--- src/sv/ddo_pkg.sv ---
// Shared types and constants for the differential-drive odometry block.
package ddo_pkg;

   // Configuration port geometry and register indexes.
   localparam int CSR_ADDR_BITS = 4;
   localparam logic [1:0] REG_LINEAR_GAIN  = 2'd0;
   localparam logic [1:0] REG_ANGULAR_GAIN = 2'd1;
   localparam logic [1:0] REG_TWIST_SIGN   = 2'd2;

   // Fixed-point constants.
   localparam int CORDIC_STEPS = 24;
   localparam logic signed [31:0] CORDIC_START = 32'sd163008219;
   localparam logic signed [31:0] TICK_Q32     = 32'sd42949673;
   localparam logic signed [31:0] HEAD_Q32     = 32'sd6835653;

   // Arctangent of 2^-i as a binary angle, 2^32 per turn.
   localparam logic [29:0] ARC_TABLE [0:CORDIC_STEPS-1] = '{
      30'd536870912, 30'd316933406, 30'd167458907, 30'd85004756, 30'd42667331,
      30'd21354465,  30'd10680862,  30'd5340245,   30'd2670163,  30'd1335087,
      30'd667544,    30'd333772,    30'd166886,    30'd83443,    30'd41722,
      30'd20861,     30'd10430,     30'd5215,      30'd2608,     30'd1304,
      30'd652,       30'd326,       30'd163,       30'd81
   };

   // Operand selection for the shared multiplier.
   typedef enum logic [2:0] {
      MUL_LIN,
      MUL_ANG,
      MUL_TICK,
      MUL_HEAD,
      MUL_X,
      MUL_Y
   } mul_sel_type;

   // Commands from the controller to the datapath.
   typedef struct packed {
      logic        load_in;
      mul_sel_type mul_sel;
      logic        cap_speed;
      logic        cap_omega;
      logic        cap_ds;
      logic        cordic_init;
      logic        cordic_step;
      logic        upd_x;
      logic        upd_y;
      logic        load_out;
   } ddo_cmd_type;

   // Status from the datapath to the controller.
   typedef struct packed {
      logic cordic_last;
   } ddo_status_type;

endpackage

--- src/sv/ddo_req_if.sv ---
// Input channel interface: one pair of wheel speed counts per word.
interface ddo_req_if;
   logic               valid;
   logic               ready;
   logic signed [15:0] left_speed;
   logic signed [15:0] right_speed;

   modport source (output valid, output left_speed, output right_speed, input ready);
   modport sink   (input valid, input left_speed, input right_speed, output ready);
endinterface

--- src/sv/ddo_rsp_if.sv ---
// Result channel interface: pose and twist per word.
interface ddo_rsp_if;
   logic               valid;
   logic               ready;
   logic signed [31:0] position_x;
   logic signed [31:0] position_y;
   logic [15:0]        heading;
   logic signed [31:0] linear_speed;
   logic signed [31:0] turn_rate;

   modport source (output valid, output position_x, output position_y, output heading,
                   output linear_speed, output turn_rate, input ready);
   modport sink   (input valid, input position_x, input position_y, input heading,
                   input linear_speed, input turn_rate, output ready);
endinterface

--- src/sv/ddo_ctrl.sv ---
// Sequencing state machine for the odometry datapath.
module ddo_ctrl import ddo_pkg::*; (
   input  logic           clock,
   input  logic           reset,
   input  logic           req_valid,
   output logic           req_ready,
   output logic           rsp_valid,
   input  logic           rsp_ready,
   output ddo_cmd_type    cmd,
   input  ddo_status_type status
);

   localparam logic [3:0] ST_IDLE        = 4'd0;
   localparam logic [3:0] ST_MUL_LIN     = 4'd1;
   localparam logic [3:0] ST_MUL_ANG     = 4'd2;
   localparam logic [3:0] ST_MUL_TICK    = 4'd3;
   localparam logic [3:0] ST_MUL_HEAD    = 4'd4;
   localparam logic [3:0] ST_CORDIC_INIT = 4'd5;
   localparam logic [3:0] ST_CORDIC      = 4'd6;
   localparam logic [3:0] ST_MUL_X       = 4'd7;
   localparam logic [3:0] ST_MUL_Y       = 4'd8;
   localparam logic [3:0] ST_UPD_Y       = 4'd9;
   localparam logic [3:0] ST_DONE        = 4'd10;

   logic [3:0] state_ff, state_in;
   logic       rsp_valid_ff, rsp_valid_in;
   logic       out_free;

   assign req_ready = (state_ff == ST_IDLE);
   assign rsp_valid = rsp_valid_ff;
   assign out_free  = !rsp_valid_ff || rsp_ready;

   // Next state and commands.
   always_comb begin
      state_in = state_ff;
      cmd      = '0;
      cmd.mul_sel = MUL_LIN;
      unique case (state_ff)
         ST_IDLE: begin
            if (req_valid) begin
               cmd.load_in = 1'b1;
               state_in    = ST_MUL_LIN;
            end
         end
         ST_MUL_LIN: begin
            cmd.mul_sel = MUL_LIN;
            state_in    = ST_MUL_ANG;
         end
         ST_MUL_ANG: begin
            cmd.cap_speed = 1'b1;
            cmd.mul_sel   = MUL_ANG;
            state_in      = ST_MUL_TICK;
         end
         ST_MUL_TICK: begin
            cmd.cap_omega = 1'b1;
            cmd.mul_sel   = MUL_TICK;
            state_in      = ST_MUL_HEAD;
         end
         ST_MUL_HEAD: begin
            cmd.cap_ds  = 1'b1;
            cmd.mul_sel = MUL_HEAD;
            state_in    = ST_CORDIC_INIT;
         end
         ST_CORDIC_INIT: begin
            cmd.cordic_init = 1'b1;
            state_in        = ST_CORDIC;
         end
         ST_CORDIC: begin
            cmd.cordic_step = 1'b1;
            if (status.cordic_last) begin
               state_in = ST_MUL_X;
            end
         end
         ST_MUL_X: begin
            cmd.mul_sel = MUL_X;
            state_in    = ST_MUL_Y;
         end
         ST_MUL_Y: begin
            cmd.upd_x   = 1'b1;
            cmd.mul_sel = MUL_Y;
            state_in    = ST_UPD_Y;
         end
         ST_UPD_Y: begin
            cmd.upd_y = 1'b1;
            state_in  = ST_DONE;
         end
         ST_DONE: begin
            if (out_free) begin
               cmd.load_out = 1'b1;
               state_in     = ST_IDLE;
            end
         end
         default: begin
            state_in = ST_IDLE;
         end
      endcase
   end

   // The output word stays valid until it is taken.
   always_comb begin
      if (cmd.load_out) begin
         rsp_valid_in = 1'b1;
      end else if (rsp_ready) begin
         rsp_valid_in = 1'b0;
      end else begin
         rsp_valid_in = rsp_valid_ff;
      end
   end

   always_ff @(posedge clock) begin
      if (reset) begin
         state_ff     <= ST_IDLE;
         rsp_valid_ff <= 1'b0;
      end else begin
         state_ff     <= state_in;
         rsp_valid_ff <= rsp_valid_in;
      end
   end

   // A pending result is never overwritten.
   a_no_overwrite: assert property (@(posedge clock) disable iff (reset)
      cmd.load_out |-> (!rsp_valid_ff || rsp_ready))
      else $error("result overwritten while pending");

   // The rotation loop leaves for the position multiply after its last step.
   a_cordic_exit: assert property (@(posedge clock) disable iff (reset)
      (state_ff == ST_CORDIC && status.cordic_last) |=> (state_ff == ST_MUL_X))
      else $error("rotation loop did not exit");

   // An accepted word starts the multiply sequence.
   a_start: assert property (@(posedge clock) disable iff (reset)
      (req_valid && req_ready) |=> (state_ff == ST_MUL_LIN))
      else $error("accepted word did not start work");

endmodule

--- src/sv/ddo_datapath.sv ---
// Odometry datapath: shared multiplier, rotation unit and pose registers.
module ddo_datapath import ddo_pkg::*; #(
   parameter int ANGLE_BITS    = 16,
   parameter int POSITION_BITS = 32
) (
   input  logic               clock,
   input  logic               reset,
   input  ddo_cmd_type        cmd,
   output ddo_status_type     status,
   input  logic signed [15:0] left_speed,
   input  logic signed [15:0] right_speed,
   input  logic [23:0]        linear_gain,
   input  logic [23:0]        angular_gain,
   input  logic               twist_sign,
   output logic signed [31:0] position_x,
   output logic signed [31:0] position_y,
   output logic [15:0]        heading,
   output logic signed [31:0] linear_speed,
   output logic signed [31:0] turn_rate
);

   localparam int SW = ((POSITION_BITS > 30) ? POSITION_BITS : 30) + 1;
   localparam int OW = (POSITION_BITS > 32) ? POSITION_BITS : 32;
   localparam int HALF_SH  = 49 - ANGLE_BITS;
   localparam int DELTA_SH = 48 - ANGLE_BITS;
   localparam logic signed [65:0] HALF_RND  = 66'sd1 <<< (HALF_SH - 1);
   localparam logic signed [65:0] DELTA_RND = 66'sd1 <<< (DELTA_SH - 1);
   localparam logic signed [SW-1:0] PMAX = (SW'(1) <<< (POSITION_BITS - 1)) - SW'(1);
   localparam logic signed [SW-1:0] PMIN = -PMAX - SW'(1);
   localparam logic signed [OW-1:0] OMAX = OW'(64'sd2147483647);
   localparam logic signed [OW-1:0] OMIN = OW'(-64'sd2147483648);

   // Saturate a wide value to 32-bit signed.
   function automatic logic signed [31:0] sat32(input logic signed [65:0] v);
      logic signed [31:0] r;
      if (v > 66'sd2147483647) begin
         r = 32'sh7fffffff;
      end else if (v < -66'sd2147483648) begin
         r = 32'sh80000000;
      end else begin
         r = v[31:0];
      end
      return r;
   endfunction

   // Clamp a pose sum to the pose range.
   function automatic logic signed [POSITION_BITS-1:0] sat_pose(input logic signed [SW-1:0] v);
      logic signed [POSITION_BITS-1:0] r;
      if (v > PMAX) begin
         r = PMAX[POSITION_BITS-1:0];
      end else if (v < PMIN) begin
         r = PMIN[POSITION_BITS-1:0];
      end else begin
         r = v[POSITION_BITS-1:0];
      end
      return r;
   endfunction

   // Clamp a pose to the 32-bit output range.
   function automatic logic signed [31:0] sat_out(input logic signed [POSITION_BITS-1:0] p);
      logic signed [OW-1:0] v;
      logic signed [31:0]   r;
      v = OW'(p);
      if (v > OMAX) begin
         r = 32'sh7fffffff;
      end else if (v < OMIN) begin
         r = 32'sh80000000;
      end else begin
         r = v[31:0];
      end
      return r;
   endfunction

   logic signed [15:0] left_ff, right_ff;
   logic signed [16:0] sum_w, diff_w;
   logic signed [33:0] mul_a;
   logic signed [31:0] mul_b;
   logic signed [65:0] prod_ff;
   logic signed [31:0] speed_ff, omega_ff, rep_w;
   logic signed [33:0] ds_ff;
   logic signed [65:0] speed_rnd, omega_rnd, ds_rnd, half_rnd, delta_rnd, dx_rnd;
   logic [ANGLE_BITS-1:0] delta_ff, half_w, mid_w;
   logic [31:0]        ang_w;
   logic               flip_w, flip_ff;
   logic signed [31:0] x_ff, y_ff, xs_w, ys_w, cos_w, sin_w;
   logic signed [33:0] z_ff, arc_w;
   logic [4:0]         cnt_ff;
   logic signed [29:0] dpos_w;
   logic signed [SW-1:0] sum_x_w, sum_y_w;
   logic signed [POSITION_BITS-1:0] pose_x_ff, pose_y_ff;
   logic [ANGLE_BITS-1:0] pose_h_ff;
   logic [31:0]        head32_w;

   assign sum_w  = 17'(left_ff) + 17'(right_ff);
   assign diff_w = 17'(right_ff) - 17'(left_ff);

   // Operand selection for the shared multiplier.
   always_comb begin
      unique case (cmd.mul_sel)
         MUL_LIN: begin
            mul_a = 34'(sum_w);
            mul_b = $signed({8'b0, linear_gain});
         end
         MUL_ANG: begin
            mul_a = 34'(diff_w);
            mul_b = $signed({8'b0, angular_gain});
         end
         MUL_TICK: begin
            mul_a = 34'(speed_ff);
            mul_b = TICK_Q32;
         end
         MUL_HEAD: begin
            mul_a = 34'(omega_ff);
            mul_b = HEAD_Q32;
         end
         MUL_X: begin
            mul_a = ds_ff;
            mul_b = cos_w;
         end
         MUL_Y: begin
            mul_a = ds_ff;
            mul_b = sin_w;
         end
         default: begin
            mul_a = '0;
            mul_b = '0;
         end
      endcase
   end

   // Rounded views of the registered product.
   assign speed_rnd = (prod_ff + 66'sd128) >>> 8;
   assign omega_rnd = speed_rnd;
   assign ds_rnd    = (prod_ff + (66'sd1 <<< 23)) >>> 24;
   assign half_rnd  = (prod_ff + HALF_RND) >>> HALF_SH;
   assign delta_rnd = (prod_ff + DELTA_RND) >>> DELTA_SH;
   assign dx_rnd    = (prod_ff + (66'sd1 <<< 35)) >>> 36;
   assign dpos_w    = dx_rnd[29:0];

   // Midpoint heading folded into the right half plane.
   assign half_w = half_rnd[ANGLE_BITS-1:0];
   assign mid_w  = pose_h_ff + half_w;
   assign ang_w  = {mid_w, {(32 - ANGLE_BITS){1'b0}}};
   assign flip_w = ang_w[31] ^ ang_w[30];

   // One rotation step.
   assign xs_w  = x_ff >>> cnt_ff;
   assign ys_w  = y_ff >>> cnt_ff;
   assign arc_w = 34'(ARC_TABLE[cnt_ff]);
   assign cos_w = flip_ff ? -x_ff : x_ff;
   assign sin_w = flip_ff ? -y_ff : y_ff;
   assign status.cordic_last = (cnt_ff == 5'(CORDIC_STEPS - 1));

   assign sum_x_w = SW'(pose_x_ff) + SW'(dpos_w);
   assign sum_y_w = SW'(pose_y_ff) + SW'(dpos_w);

   // Reported turn rate, negated on request without wrapping.
   always_comb begin
      if (!twist_sign) begin
         rep_w = omega_ff;
      end else if (omega_ff == 32'sh80000000) begin
         rep_w = 32'sh7fffffff;
      end else begin
         rep_w = -omega_ff;
      end
   end

   assign head32_w = {pose_h_ff, {(32 - ANGLE_BITS){1'b0}}};

   // Payload registers.
   always_ff @(posedge clock) begin
      prod_ff <= mul_a * mul_b;
      if (cmd.load_in) begin
         left_ff  <= left_speed;
         right_ff <= right_speed;
      end
      if (cmd.cap_speed) begin
         speed_ff <= sat32(speed_rnd);
      end
      if (cmd.cap_omega) begin
         omega_ff <= sat32(omega_rnd);
      end
      if (cmd.cap_ds) begin
         ds_ff <= ds_rnd[33:0];
      end
      if (cmd.cordic_init) begin
         delta_ff <= delta_rnd[ANGLE_BITS-1:0];
         flip_ff  <= flip_w;
         x_ff     <= CORDIC_START;
         y_ff     <= '0;
         z_ff     <= 34'($signed({ang_w[31] ^ flip_w, ang_w[30:0]}));
      end else if (cmd.cordic_step) begin
         if (!z_ff[33]) begin
            x_ff <= x_ff - ys_w;
            y_ff <= y_ff + xs_w;
            z_ff <= z_ff - arc_w;
         end else begin
            x_ff <= x_ff + ys_w;
            y_ff <= y_ff - xs_w;
            z_ff <= z_ff + arc_w;
         end
      end
      if (cmd.load_out) begin
         position_x   <= sat_out(pose_x_ff);
         position_y   <= sat_out(pose_y_ff);
         heading      <= head32_w[31:16];
         linear_speed <= speed_ff;
         turn_rate    <= rep_w;
      end
   end

   // Iteration counter and pose state.
   always_ff @(posedge clock) begin
      if (reset) begin
         cnt_ff    <= '0;
         pose_x_ff <= '0;
         pose_y_ff <= '0;
         pose_h_ff <= '0;
      end else begin
         if (cmd.cordic_init) begin
            cnt_ff <= '0;
         end else if (cmd.cordic_step) begin
            cnt_ff <= cnt_ff + 5'd1;
         end
         if (cmd.upd_x) begin
            pose_x_ff <= sat_pose(sum_x_w);
         end
         if (cmd.upd_y) begin
            pose_y_ff <= sat_pose(sum_y_w);
            pose_h_ff <= pose_h_ff + delta_ff;
         end
      end
   end

   // The rotation starts from step zero.
   a_cnt_start: assert property (@(posedge clock) disable iff (reset)
      cmd.cordic_init |=> (cnt_ff == 5'd0))
      else $error("rotation counter not cleared");

   // Steps never run past the table.
   a_cnt_range: assert property (@(posedge clock) disable iff (reset)
      cmd.cordic_step |-> (cnt_ff < 5'(CORDIC_STEPS)))
      else $error("rotation step beyond table");

   // The heading only moves with the y update.
   a_heading_hold: assert property (@(posedge clock) disable iff (reset)
      !$past(cmd.upd_y) && !$past(reset) |-> $stable(pose_h_ff))
      else $error("heading changed outside update");

endmodule

--- src/sv/differential_drive_odometry.sv ---
// Differential-drive odometry: each word of wheel speed counts yields one word
// of pose and twist. After acceptance, a word takes four passes through one
// shared multiplier for speed, turn rate, displacement and heading increment,
// a load of the rotation unit, 24 iterations of the rotation unit for cosine
// and sine of the midpoint heading, two more multiplier passes for the x and
// y steps, the y update and a load of the output register. One word is worked
// on at a time; the next is accepted in the cycle after the result is loaded.
// A result that is still waiting in the output register holds the next one
// back until it is taken. Position saturates to POSITION_BITS and is reported
// saturated to 32 bits; heading wraps at 2^ANGLE_BITS and is reported as a
// 16-bit binary angle.
module differential_drive_odometry import ddo_pkg::*; #(
   parameter int ANGLE_BITS    = 16,
   parameter int POSITION_BITS = 32
) (
   input  logic                     clock,
   input  logic                     reset,
   ddo_req_if.sink                  req,
   ddo_rsp_if.source                rsp,
   input  logic                     csr_psel,
   input  logic                     csr_penable,
   input  logic                     csr_pwrite,
   input  logic [CSR_ADDR_BITS-1:0] csr_paddr,
   input  logic [31:0]              csr_pwdata,
   output logic [31:0]              csr_prdata,
   output logic                     csr_pready
);

   logic [23:0] linear_gain_ff;
   logic [23:0] angular_gain_ff;
   logic        twist_sign_ff;
   logic        csr_write;
   logic [1:0]  reg_index;
   ddo_cmd_type    cmd;
   ddo_status_type status;

   assign csr_pready = 1'b1;
   assign csr_write  = csr_psel && csr_penable && csr_pwrite;
   assign reg_index  = csr_paddr[3:2];

   // Configuration registers.
   always_ff @(posedge clock) begin
      if (reset) begin
         linear_gain_ff  <= 24'd10155;
         angular_gain_ff <= 24'd25842;
         twist_sign_ff   <= 1'b0;
      end else if (csr_write) begin
         unique case (reg_index)
            REG_LINEAR_GAIN:  linear_gain_ff  <= csr_pwdata[23:0];
            REG_ANGULAR_GAIN: angular_gain_ff <= csr_pwdata[23:0];
            REG_TWIST_SIGN:   twist_sign_ff   <= csr_pwdata[0];
            default: begin
            end
         endcase
      end
   end

   // Register read-back.
   always_comb begin
      unique case (reg_index)
         REG_LINEAR_GAIN:  csr_prdata = {8'b0, linear_gain_ff};
         REG_ANGULAR_GAIN: csr_prdata = {8'b0, angular_gain_ff};
         REG_TWIST_SIGN:   csr_prdata = {31'b0, twist_sign_ff};
         default:          csr_prdata = '0;
      endcase
   end

   ddo_ctrl u_ctrl (
      .clock     (clock),
      .reset     (reset),
      .req_valid (req.valid),
      .req_ready (req.ready),
      .rsp_valid (rsp.valid),
      .rsp_ready (rsp.ready),
      .cmd       (cmd),
      .status    (status)
   );

   ddo_datapath #(
      .ANGLE_BITS    (ANGLE_BITS),
      .POSITION_BITS (POSITION_BITS)
   ) u_datapath (
      .clock        (clock),
      .reset        (reset),
      .cmd          (cmd),
      .status       (status),
      .left_speed   (req.left_speed),
      .right_speed  (req.right_speed),
      .linear_gain  (linear_gain_ff),
      .angular_gain (angular_gain_ff),
      .twist_sign   (twist_sign_ff),
      .position_x   (rsp.position_x),
      .position_y   (rsp.position_y),
      .heading      (rsp.heading),
      .linear_speed (rsp.linear_speed),
      .turn_rate    (rsp.turn_rate)
   );

endmodule
--- src/flat_wrapper.sv ---
// flat-port wrapper written by rule: the top's interface ports become plain ports
module differential_drive_odometry_flat import ddo_pkg::*;
#(
   parameter int ANGLE_BITS    = 16,
   parameter int POSITION_BITS = 32
)
  (clock, reset, csr_psel, csr_penable, csr_pwrite, csr_paddr, csr_pwdata, csr_prdata, csr_pready, req_valid, req_left_speed, req_right_speed, req_ready, rsp_valid, rsp_position_x, rsp_position_y, rsp_heading, rsp_linear_speed, rsp_turn_rate, rsp_ready);
  ddo_req_if req_i ();
  ddo_rsp_if rsp_i ();
  input  logic clock;
  input  logic reset;
  input  logic csr_psel;
  input  logic csr_penable;
  input  logic csr_pwrite;
  input  logic [CSR_ADDR_BITS-1:0] csr_paddr;
  input  logic [31:0] csr_pwdata;
  output logic [31:0] csr_prdata;
  output logic csr_pready;
  input wire logic [$bits(req_i.valid)-1:0] req_valid;
  input wire logic [$bits(req_i.left_speed)-1:0] req_left_speed;
  input wire logic [$bits(req_i.right_speed)-1:0] req_right_speed;
  output wire logic [$bits(req_i.ready)-1:0] req_ready;
  output wire logic [$bits(rsp_i.valid)-1:0] rsp_valid;
  output wire logic [$bits(rsp_i.position_x)-1:0] rsp_position_x;
  output wire logic [$bits(rsp_i.position_y)-1:0] rsp_position_y;
  output wire logic [$bits(rsp_i.heading)-1:0] rsp_heading;
  output wire logic [$bits(rsp_i.linear_speed)-1:0] rsp_linear_speed;
  output wire logic [$bits(rsp_i.turn_rate)-1:0] rsp_turn_rate;
  input wire logic [$bits(rsp_i.ready)-1:0] rsp_ready;
  assign req_i.valid = req_valid;
  assign req_i.left_speed = req_left_speed;
  assign req_i.right_speed = req_right_speed;
  assign req_ready = req_i.ready;
  assign rsp_valid = rsp_i.valid;
  assign rsp_position_x = rsp_i.position_x;
  assign rsp_position_y = rsp_i.position_y;
  assign rsp_heading = rsp_i.heading;
  assign rsp_linear_speed = rsp_i.linear_speed;
  assign rsp_turn_rate = rsp_i.turn_rate;
  assign rsp_i.ready = rsp_ready;
  differential_drive_odometry #(.ANGLE_BITS(ANGLE_BITS), .POSITION_BITS(POSITION_BITS)) u_core (.clock(clock), .reset(reset), .req(req_i), .rsp(rsp_i), .csr_psel(csr_psel), .csr_penable(csr_penable), .csr_pwrite(csr_pwrite), .csr_paddr(csr_paddr), .csr_pwdata(csr_pwdata), .csr_prdata(csr_prdata), .csr_pready(csr_pready));
endmodule
--- config.mk ---
export PLATFORM = sky130hd
export DESIGN_NAME = differential_drive_odometry_flat
export DESIGN_NICKNAME = d
export VERILOG_FILES = /design/src/sv/ddo_pkg.sv /design/src/sv/ddo_req_if.sv /design/src/sv/ddo_rsp_if.sv /design/src/sv/ddo_ctrl.sv /design/src/sv/ddo_datapath.sv /design/src/sv/differential_drive_odometry.sv /design/src/flat_wrapper.sv
export SDC_FILE = /design/constraint.sdc
export NUM_CORES = 2
export LEC_CHECK = 0
export BUFFER_PORTS_ARGS = -buffer_cell sky130_fd_sc_hd__buf_4
export CAP_MARGIN = 15
export CORE_ASPECT_RATIO = 1.1
export CORE_MARGIN = 10
export CORE_UTILIZATION = 25
export DETAILED_ROUTE_END_ITERATION = 12
export GPL_TIMING_DRIVEN = 0
export SYNTH_ARGS = -nofsm -noshare
export SYNTH_HDL_FRONTEND = slang
export SYNTH_SLANG_ARGS = --single-unit
--- constraint.sdc ---
create_clock -name clock -period 12.9 [get_ports clock]
set_clock_uncertainty 0.2 [all_clocks]
set_input_delay 2.58 -clock clock [delete_from_list [all_inputs] [get_ports clock]]
set_output_delay 2.58 -clock clock [all_outputs]
set_load 0.02 [all_outputs]
# After elaboration in Yosys (flattened, before gate mapping)
# Memories as Yosys holds them, arrays and structs flattened.
# Cells that the tools add are included.
# op_classes
bitwise_logic	3
muxes	40
mul	1
eq_ne	22
add_sub_neg	21
reduce_logical	15
shifts	2
n_lt_le_gt_ge	11
# ops
op	n
$mux 32	14
$pmux 32 s6	1
$pmux 34 s5	1
$mux 34	3
$neg 32->32	3
$pmux 24 s3	1
$add 32x30->33	2
$add 66x37->66 const B	1
$add 66x9->66 const B	1
$gt 33x32->1 const B	2
$lt 33x32->1 const B	2
$mul 34x32->66	1
$add 32x32->32	2
$gt 32x32->1 const B	2
$lt 32x32->1 const B	2
$sshr 32x5->32	2
$sub 32x32->32	2
$mux 30	2
$add 58x25->58 const B	1
$gt 58x32->1 const B	1
$lt 58x32->1 const B	1
$add 49x34->49 const B	1
$add 48x33->48 const B	1
$pmux 4 s11	1
35 further kinds	65
# word_totals
in_bits	75
output_inout_bits	179
register_bits	594
rom_bits	960
wordCells	142
mem_count	1
# mem_list
memory	words	width	read_ports	rd_ports_with_merged_regs	write_ports	line	text
(name not given)	32	30	1	0	0	ddo_datapath.sv:149	assign arc_w = 34'(ARC_TABLE[cnt_ff]);

# Logic depth before layout (Yosys ltp)
# logic_depth
word_depth	8
mapped_depth	44
depth_no_buf	41

# Cells and area by module
# Synthesis repeated with hierarchy kept, for this count alone.
# unflattened
hier_cells	9043
area_unflattened_um2	81141.6
# modules_own_cells
mod	instances	cells_each	area_each_um2
ddo_datapath	1	8726	78251.3
differential_drive_odometry	1	265	2493.6
ddo_ctrl	1	52	396.6

# Worst setup path before layout
# No wires, ideal clock.
# synth_timing
path_type	reg-to-reg
startpoint	register u_core.u_datapath.left_ff[0]
endpoint	register u_core.u_datapath.prod_ff[58]
arrival_ns	10.790
slack_ns	1.815
synth_period_minus_slack_ns	11.085
path_stages_with_launch	40
setup_time_ns	0.095
required_ns	12.605
cell_sequence	edfxtp_1 ha_1 fa_1 nor2b_1 o21ai_0 a21oi_1 o41a_1 a221oi_1 o41ai_1 a2111oi_0 a21oi_1 a2bb2oi_1 and3_1 clkbuf_1 clkbuf_1 nor2_1 fa_1 inv_1 [... 4 more ...] fa_1 fa_1 fa_1 inv_1 fa_1 inv_1 ha_1 and3_1 nand2_1 nor3_1 nand2_1 or4_1 o32a_1 a21oi_1 o211ai_2 a211oi_1 o21ai_0 a221oi_1
# synth_between
elab_chain_cells	3
word_cells_on_any_way	4
cone_classes	add/sub: 2; mul: 1; mux: 1
# synth_rtl
element	line	text
from (decl)	ddo_datapath.sv:74	logic signed [15:0] left_ff, right_ff;
from (signal assigned)	ddo_datapath.sv:174	left_ff <= left_speed;
$sub 16x16->17 / $add 16x16->17 (equally long branches)	ddo_datapath.sv:95, ddo_datapath.sv:94	
$pmux 34 s5 *	ddo_datapath.sv:99	unique case (cmd.mul_sel)
$mul 34x32->66 *	ddo_datapath.sv:172	prod_ff <= mul_a * mul_b;
to (signal assigned)	ddo_datapath.sv:172	
to (decl)	ddo_datapath.sv:78	logic signed [65:0] prod_ff;
# Mark *: on every way between the ends. The rest lies on a longest branch, timed or not.
# A chain may end at the register's enable or synchronous reset.

# Worst setup path after layout
# layout_timing
startpoint	register u_core.u_ctrl.state_ff[0]
endpoint	register u_core.u_datapath.prod_ff[58]
# layout_between
elab_chain_cells	6
word_cells_on_any_way	16
cone_classes	mul: 1; eq/ne: 10; mux: 3; reduce/logical: 2
# layout_rtl
element	line	text
from (decl)	ddo_ctrl.sv:25	logic [3:0] state_ff, state_in;
from (signal assigned)	ddo_ctrl.sv:115	state_ff <= state_in;
$eq 4x4->1 (tied with other cells)	ddo_ctrl.sv:38	unique case (state_ff)
$pmux 3 s5 *	ddo_ctrl.sv:38	
$eq 3x3->1	ddo_datapath.sv:99	
$reduce_or 2->1 (no line)	n/a	
$pmux 34 s5	ddo_datapath.sv:99	
$mul 34x32->66 *	ddo_datapath.sv:172	
# Marks and branches as above.

==> impl_metrics.xml <==
<?xml version="1.0" encoding="UTF-8"?>
<metrics>
  <group name="timing">
    <metric name="post_route_clock_period_utilization" unit="%">97.0</metric>
    <metric name="worst_slew_margin_rel" unit="%">0.104</metric>
    <metric name="maxSlewViolCount" unit="">0</metric>
    <metric name="final-hold-violation-count" unit="">0</metric>
    <metric name="finalWorstPathRequiredPeriod" unit="ns">12.51</metric>
    <metric name="tightest_slew" unit="ns">1.50</metric>
    <metric name="achievable-frequency" unit="MHz">79.9</metric>
    <metric name="setup_slack" unit="ns">0.387</metric>
    <metric name="grt_setup_unrepaired" unit="">yes</metric>
    <metric name="setup_viol" unit="">0</metric>
  </group>
  <group name="layout">
    <metric name="nFillCells" unit="">34400</metric>
    <metric name="area_growth_syn_to_layout" unit="%">13.6</metric>
    <metric name="finalCoreUtilization" unit="%">28.6</metric>
    <metric name="final_layout_size_suffix_gt1_share" unit="%">9.18</metric>
    <metric name="number_of_flip_flops_under_the_largest_register_name" unit="">59</metric>
    <metric name="largest-register" unit="">u_core.u_datapath.prod_ff</metric>
    <metric name="finalNetCount" unit="">11200</metric>
    <metric name="finish.instance_area" unit="µm²">91600</metric>
    <metric name="largest_registers_ranked_by_flip_flop_count" unit="">u_core.u_datapath.prod_ff (59), u_core.u_datapath.ds_ff (34), u_core.u_datapath.z_ff (34)</metric>
  </group>
  <group name="synth">
    <metric name="syn-instance-count" unit="">9156</metric>
    <metric name="ys_ff_latch" unit="">587</metric>
    <metric name="avgSynthCellArea" unit="µm²">8.81</metric>
    <metric name="postSynth.topFlopCell" unit="">sky130_fd_sc_hd__edfxtp_1</metric>
    <metric name="synth-edff-count" unit="">309</metric>
    <metric name="share_of_the_yosys_chip_area_belonging_to_registers" unit="%">18.4</metric>
    <metric name="synth_cell_types" unit="">109</metric>
    <metric name="async_flop_share" unit="%">0</metric>
    <metric name="netlist_area" unit="µm²">80600</metric>
    <metric name="yosysWarnings" unit="">0</metric>
  </group>
  <group name="critical_path">
    <metric name="critPathArrivalTime" unit="ns">12.87</metric>
    <metric name="worst-path-stages" unit="">33</metric>
    <metric name="critical_path.top_delay_family" unit="">adder cells</metric>
    <metric name="critical_path.most_common_cell" unit="">sky130_fd_sc_hd__fa_1</metric>
    <metric name="crit_fanout" unit="">10</metric>
    <metric name="cp_max_stage_delay" unit="ns">1.36</metric>
    <metric name="slowest_stage" unit="">sky130_fd_sc_hd__a222oi_1</metric>
    <metric name="r2r_cells" unit="">33</metric>
    <metric name="worst-endpoint-required" unit="ns">13.26</metric>
    <metric name="launch_instance_of_the_worst_register_to_register_path" unit="">u_core.u_ctrl.state_ff[0]</metric>
    <metric name="worstSetupStartpointType" unit="">flop</metric>
    <metric name="critical_path.n_buffers_inverters" unit="">6</metric>
    <metric name="critPathKind" unit="">reg2reg</metric>
    <metric name="crit_path_end_kind" unit="">flop</metric>
    <metric name="register_to_register_setup_slack" unit="ns">0.39</metric>
    <metric name="endpoint_of_the_worst_slack_reg_to_reg_timing_path" unit="">u_core.u_datapath.prod_ff[58]</metric>
  </group>
  <group name="detailed_routing">
    <metric name="wire_per_inst" unit="µm">24.9</metric>
    <metric name="drt_pass1_iterations" unit="">6</metric>
    <metric name="via_per_inst" unit="">5.07</metric>
    <metric name="detailroute.via_count" unit="">70400</metric>
    <metric name="drc_errors" unit="">0</metric>
    <metric name="finalWirelength" unit="µm">346000</metric>
    <metric name="detail-route-antenna-nets" unit="">0</metric>
    <metric name="detailedRoute.firstIterationViolations" unit="">8007</metric>
  </group>
  <group name="clock_network">
    <metric name="cts.root.buffer_cell" unit="">sky130_fd_sc_hd__clkbuf_16</metric>
    <metric name="clock_sink_count" unit="">587</metric>
    <metric name="tritoncts" unit="">yes</metric>
    <metric name="clk_path_buf_depth" unit="">3</metric>
    <metric name="cts.reportedPaths.clkPinSlew" unit="ns">0.07</metric>
    <metric name="clkLatencyLatePin" unit="ns">0.68</metric>
    <metric name="cts_buffers" unit="">70</metric>
    <metric name="number_of_h_tree_branching_levels" unit="">3</metric>
    <metric name="ctsHoldBuffers" unit="">0</metric>
  </group>
  <group name="floorplan">
    <metric name="core_region_area" unit="µm²">321000</metric>
    <metric name="initial_core_util" unit="%">25.1</metric>
    <metric name="num_io_pins" unit="">254</metric>
    <metric name="placement_rows" unit="">218</metric>
    <metric name="die-height" unit="µm">616</metric>
    <metric name="die_area" unit="µm²">346000</metric>
    <metric name="die_x" unit="µm">562</metric>
  </group>
  <group name="placed_design">
    <metric name="pre_cts_slack" unit="ns">-1.54</metric>
    <metric name="buffer_ports.inserted" unit="">233</metric>
    <metric name="placement.cell_area" unit="µm²">88600</metric>
    <metric name="hpwl" unit="µm">288000</metric>
    <metric name="place_congestion" unit="">1.05</metric>
  </group>
  <group name="global_route">
    <metric name="grt_first_pass_wirelength" unit="µm">498000</metric>
    <metric name="grt_max_degree" unit="">36</metric>
    <metric name="grt_pass1_vias" unit="">69700</metric>
    <metric name="grt.total_usage" unit="%">19.3</metric>
    <metric name="leftover_overflow_at_the_end_of_global_routing" unit="">0</metric>
    <metric name="antenna_violations_before_repair" unit="">27</metric>
  </group>
  <group name="min_path">
    <metric name="min_path_type" unit="">reg2reg</metric>
    <metric name="launch_point_of_the_worst_hold_path" unit="">u_core.u_datapath.z_ff[12]</metric>
    <metric name="min_path_cells" unit="">2</metric>
    <metric name="timing.hold.worst_endpoint" unit="">u_core.u_datapath.z_ff[12]</metric>
  </group>
  <group name="run_status">
    <metric name="outcome" unit="">complete, no violations</metric>
  </group>
  <group name="flow_run">
    <metric name="max_capacitance_violation_count" unit="">0</metric>
  </group>
</metrics>
[per-stage QoR]
stage	hold WS (ns)	setup TNS (ns)	std cells
2_1_floorplan	0.222	0	9163
3_3_place_gp	0.236	-356.63	13700
3_5_place_dp	0.249	-21.83	13700
4_1_cts	0.270	0	13900
6_report	0.262	0	13900
5_1_grt	0.275	-0.0668	13900
[placed cells by master (no fill, tap or decap), types with 73 or more instances in the layout]
cell                       instances
sky130_fd_sc_hd__xnor2_1         286
sky130_fd_sc_hd__nand2_1         899
sky130_fd_sc_hd__mux4_2           73
sky130_fd_sc_hd__edfxtp_1        309
sky130_fd_sc_hd__clkbuf_1        390
sky130_fd_sc_hd__inv_1          1422
sky130_fd_sc_hd__ha_1            420
sky130_fd_sc_hd__mux2i_1          83
sky130_fd_sc_hd__fa_1           1149
sky130_fd_sc_hd__a21o_1          125
sky130_fd_sc_hd__dfxtp_1         278
sky130_fd_sc_hd__nor3_1           90
sky130_fd_sc_hd__xor2_1          245
sky130_fd_sc_hd__nand3_1         128
sky130_fd_sc_hd__nor2_1         1047
sky130_fd_sc_hd__o21ai_0         327
sky130_fd_sc_hd__a21oi_1         415
sky130_fd_sc_hd__nand2b_1         91
sky130_fd_sc_hd__buf_4           281
[worst register-to-register path: cells and delay by family (launching register included)]
family | cells | cell delay, ns
AOI/OAI and AO/OA | 9 | 3.62
adders and majority gates | 9 | 4.50
buffers and inverters | 6 | 1.37
DFF | 1 | 0.39
and+or+nand+nor | 9 | 2.30
[worst max-delay path by stage]
| stage | startpoint | slack, ns | end |
|---|---|---|---|
| final | u_core.u_ctrl.state_ff[0] | 0.39 | u_core.u_datapath.prod_ff[58] |
| after global routing | u_core.u_datapath.left_ff[0] | -0.06 | u_core.u_datapath.prod_ff[58] |
| after CTS | u_core.u_ctrl.state_ff[1] | 0.02 | u_core.u_datapath.prod_ff[65] |
| after detailed placement | u_core.u_datapath.left_ff[0] | -1.54 | u_core.u_datapath.prod_ff[65] |
| after global placement | u_core.u_ctrl.state_ff[1] | -2.49 | u_core.u_datapath.prod_ff[65] |
| after floorplan | u_core.u_datapath.left_ff[0] | 1.82 | u_core.u_datapath.prod_ff[58] |
[per-layer routing]
layer	up-vias	GRT usage [%]	wire, µm
met5	-	0	97
met3	999	4.14	31500
li1	30500	-	-
met4	16	13.5	30200
met2	3639	30.7	156000
met1	35200	23.2	129000
[timing repair]
item,in CTS,in global routing
resized for setup,89,89
setup buffers,7,8
pin swaps,2,3
setup endpoints to repair,30,16
[kinds of logic after synthesis]
| family | synth area share (%) |
|---|---|
| AO/OA/AOI/OAI | 12.9 |
| multiplexers | 3.59 |
| buffers and inverters | 9.61 |
| flip-flops | 18.4 |
| adder cells (fa/ha/maj) | 35.2 |
| other | 0.00931 |
| XOR/XNOR | 5.77 |
| AND/OR/NAND/NOR | 14.6 |
[cell usage after synthesis (15+ instances only)]
library cell | count | area [µm²]
sky130_fd_sc_hd__mux4_2 | 73 | 1640
sky130_fd_sc_hd__a311oi_1 | 17 | 149
sky130_fd_sc_hd__a21o_1 | 125 | 938
sky130_fd_sc_hd__o21ai_0 | 327 | 1640
sky130_fd_sc_hd__or3_1 | 44 | 275
sky130_fd_sc_hd__inv_1 | 1423 | 5340
sky130_fd_sc_hd__fa_1 | 1150 | 23000
sky130_fd_sc_hd__and3_1 | 64 | 400
sky130_fd_sc_hd__mux2_2 | 36 | 405
sky130_fd_sc_hd__xor2_1 | 245 | 2150
sky130_fd_sc_hd__nand2b_1 | 91 | 569
sky130_fd_sc_hd__buf_2 | 58 | 290
sky130_fd_sc_hd__nand4_1 | 41 | 257
sky130_fd_sc_hd__or4_1 | 15 | 113
sky130_fd_sc_hd__buf_1 | 42 | 158
sky130_fd_sc_hd__nor3_1 | 93 | 465
sky130_fd_sc_hd__o21ai_1 | 38 | 190
sky130_fd_sc_hd__nor2b_1 | 49 | 307
sky130_fd_sc_hd__a211o_1 | 22 | 193
sky130_fd_sc_hd__nand3_1 | 137 | 686
sky130_fd_sc_hd__edfxtp_1 | 309 | 9280
sky130_fd_sc_hd__dfxtp_1 | 278 | 5570
sky130_fd_sc_hd__clkbuf_1 | 456 | 1710
sky130_fd_sc_hd__buf_4 | 16 | 120
sky130_fd_sc_hd__ha_1 | 422 | 5280
sky130_fd_sc_hd__and2_1 | 51 | 319
sky130_fd_sc_hd__o22ai_1 | 41 | 257
sky130_fd_sc_hd__o221a_2 | 38 | 428
sky130_fd_sc_hd__mux2i_1 | 83 | 831
sky130_fd_sc_hd__a211oi_1 | 80 | 601
sky130_fd_sc_hd__a22oi_1 | 49 | 368
sky130_fd_sc_hd__o211ai_1 | 33 | 248
sky130_fd_sc_hd__o41ai_1 | 23 | 201
sky130_fd_sc_hd__a31oi_1 | 44 | 275
sky130_fd_sc_hd__o21bai_1 | 32 | 240
sky130_fd_sc_hd__o31ai_1 | 47 | 353
sky130_fd_sc_hd__a221oi_1 | 21 | 184
sky130_fd_sc_hd__or2_2 | 52 | 325
sky130_fd_sc_hd__a21oi_1 | 418 | 2090
sky130_fd_sc_hd__xnor2_1 | 286 | 2500
sky130_fd_sc_hd__nor4_1 | 15 | 93.8
sky130_fd_sc_hd__nand2_1 | 899 | 3370
sky130_fd_sc_hd__nor2_1 | 1048 | 3930
sky130_fd_sc_hd__o21a_1 | 58 | 435
[final cells by class]
type | count | area (µm²) | area share (%)
Antenna cell | 14 | 35.0 | 0.0382
Multi-Input combinational cell | 6564 | 58500 | 63.8
Tap cell | 4290 | 5370 | 5.86
Sequential cell | 587 | 14800 | 16.2
Clock buffer | 86 | 1870 | 2.04
Timing Repair Buffer | 301 | 2590 | 2.83
Clock inverter | 44 | 588 | 0.642
Inverter | 1430 | 5370 | 5.86
Buffer | 570 | 2480 | 2.71
Power is not shown: default switching activity piles up to over one toggle a cycle in this logic, so the estimate is an artifact.
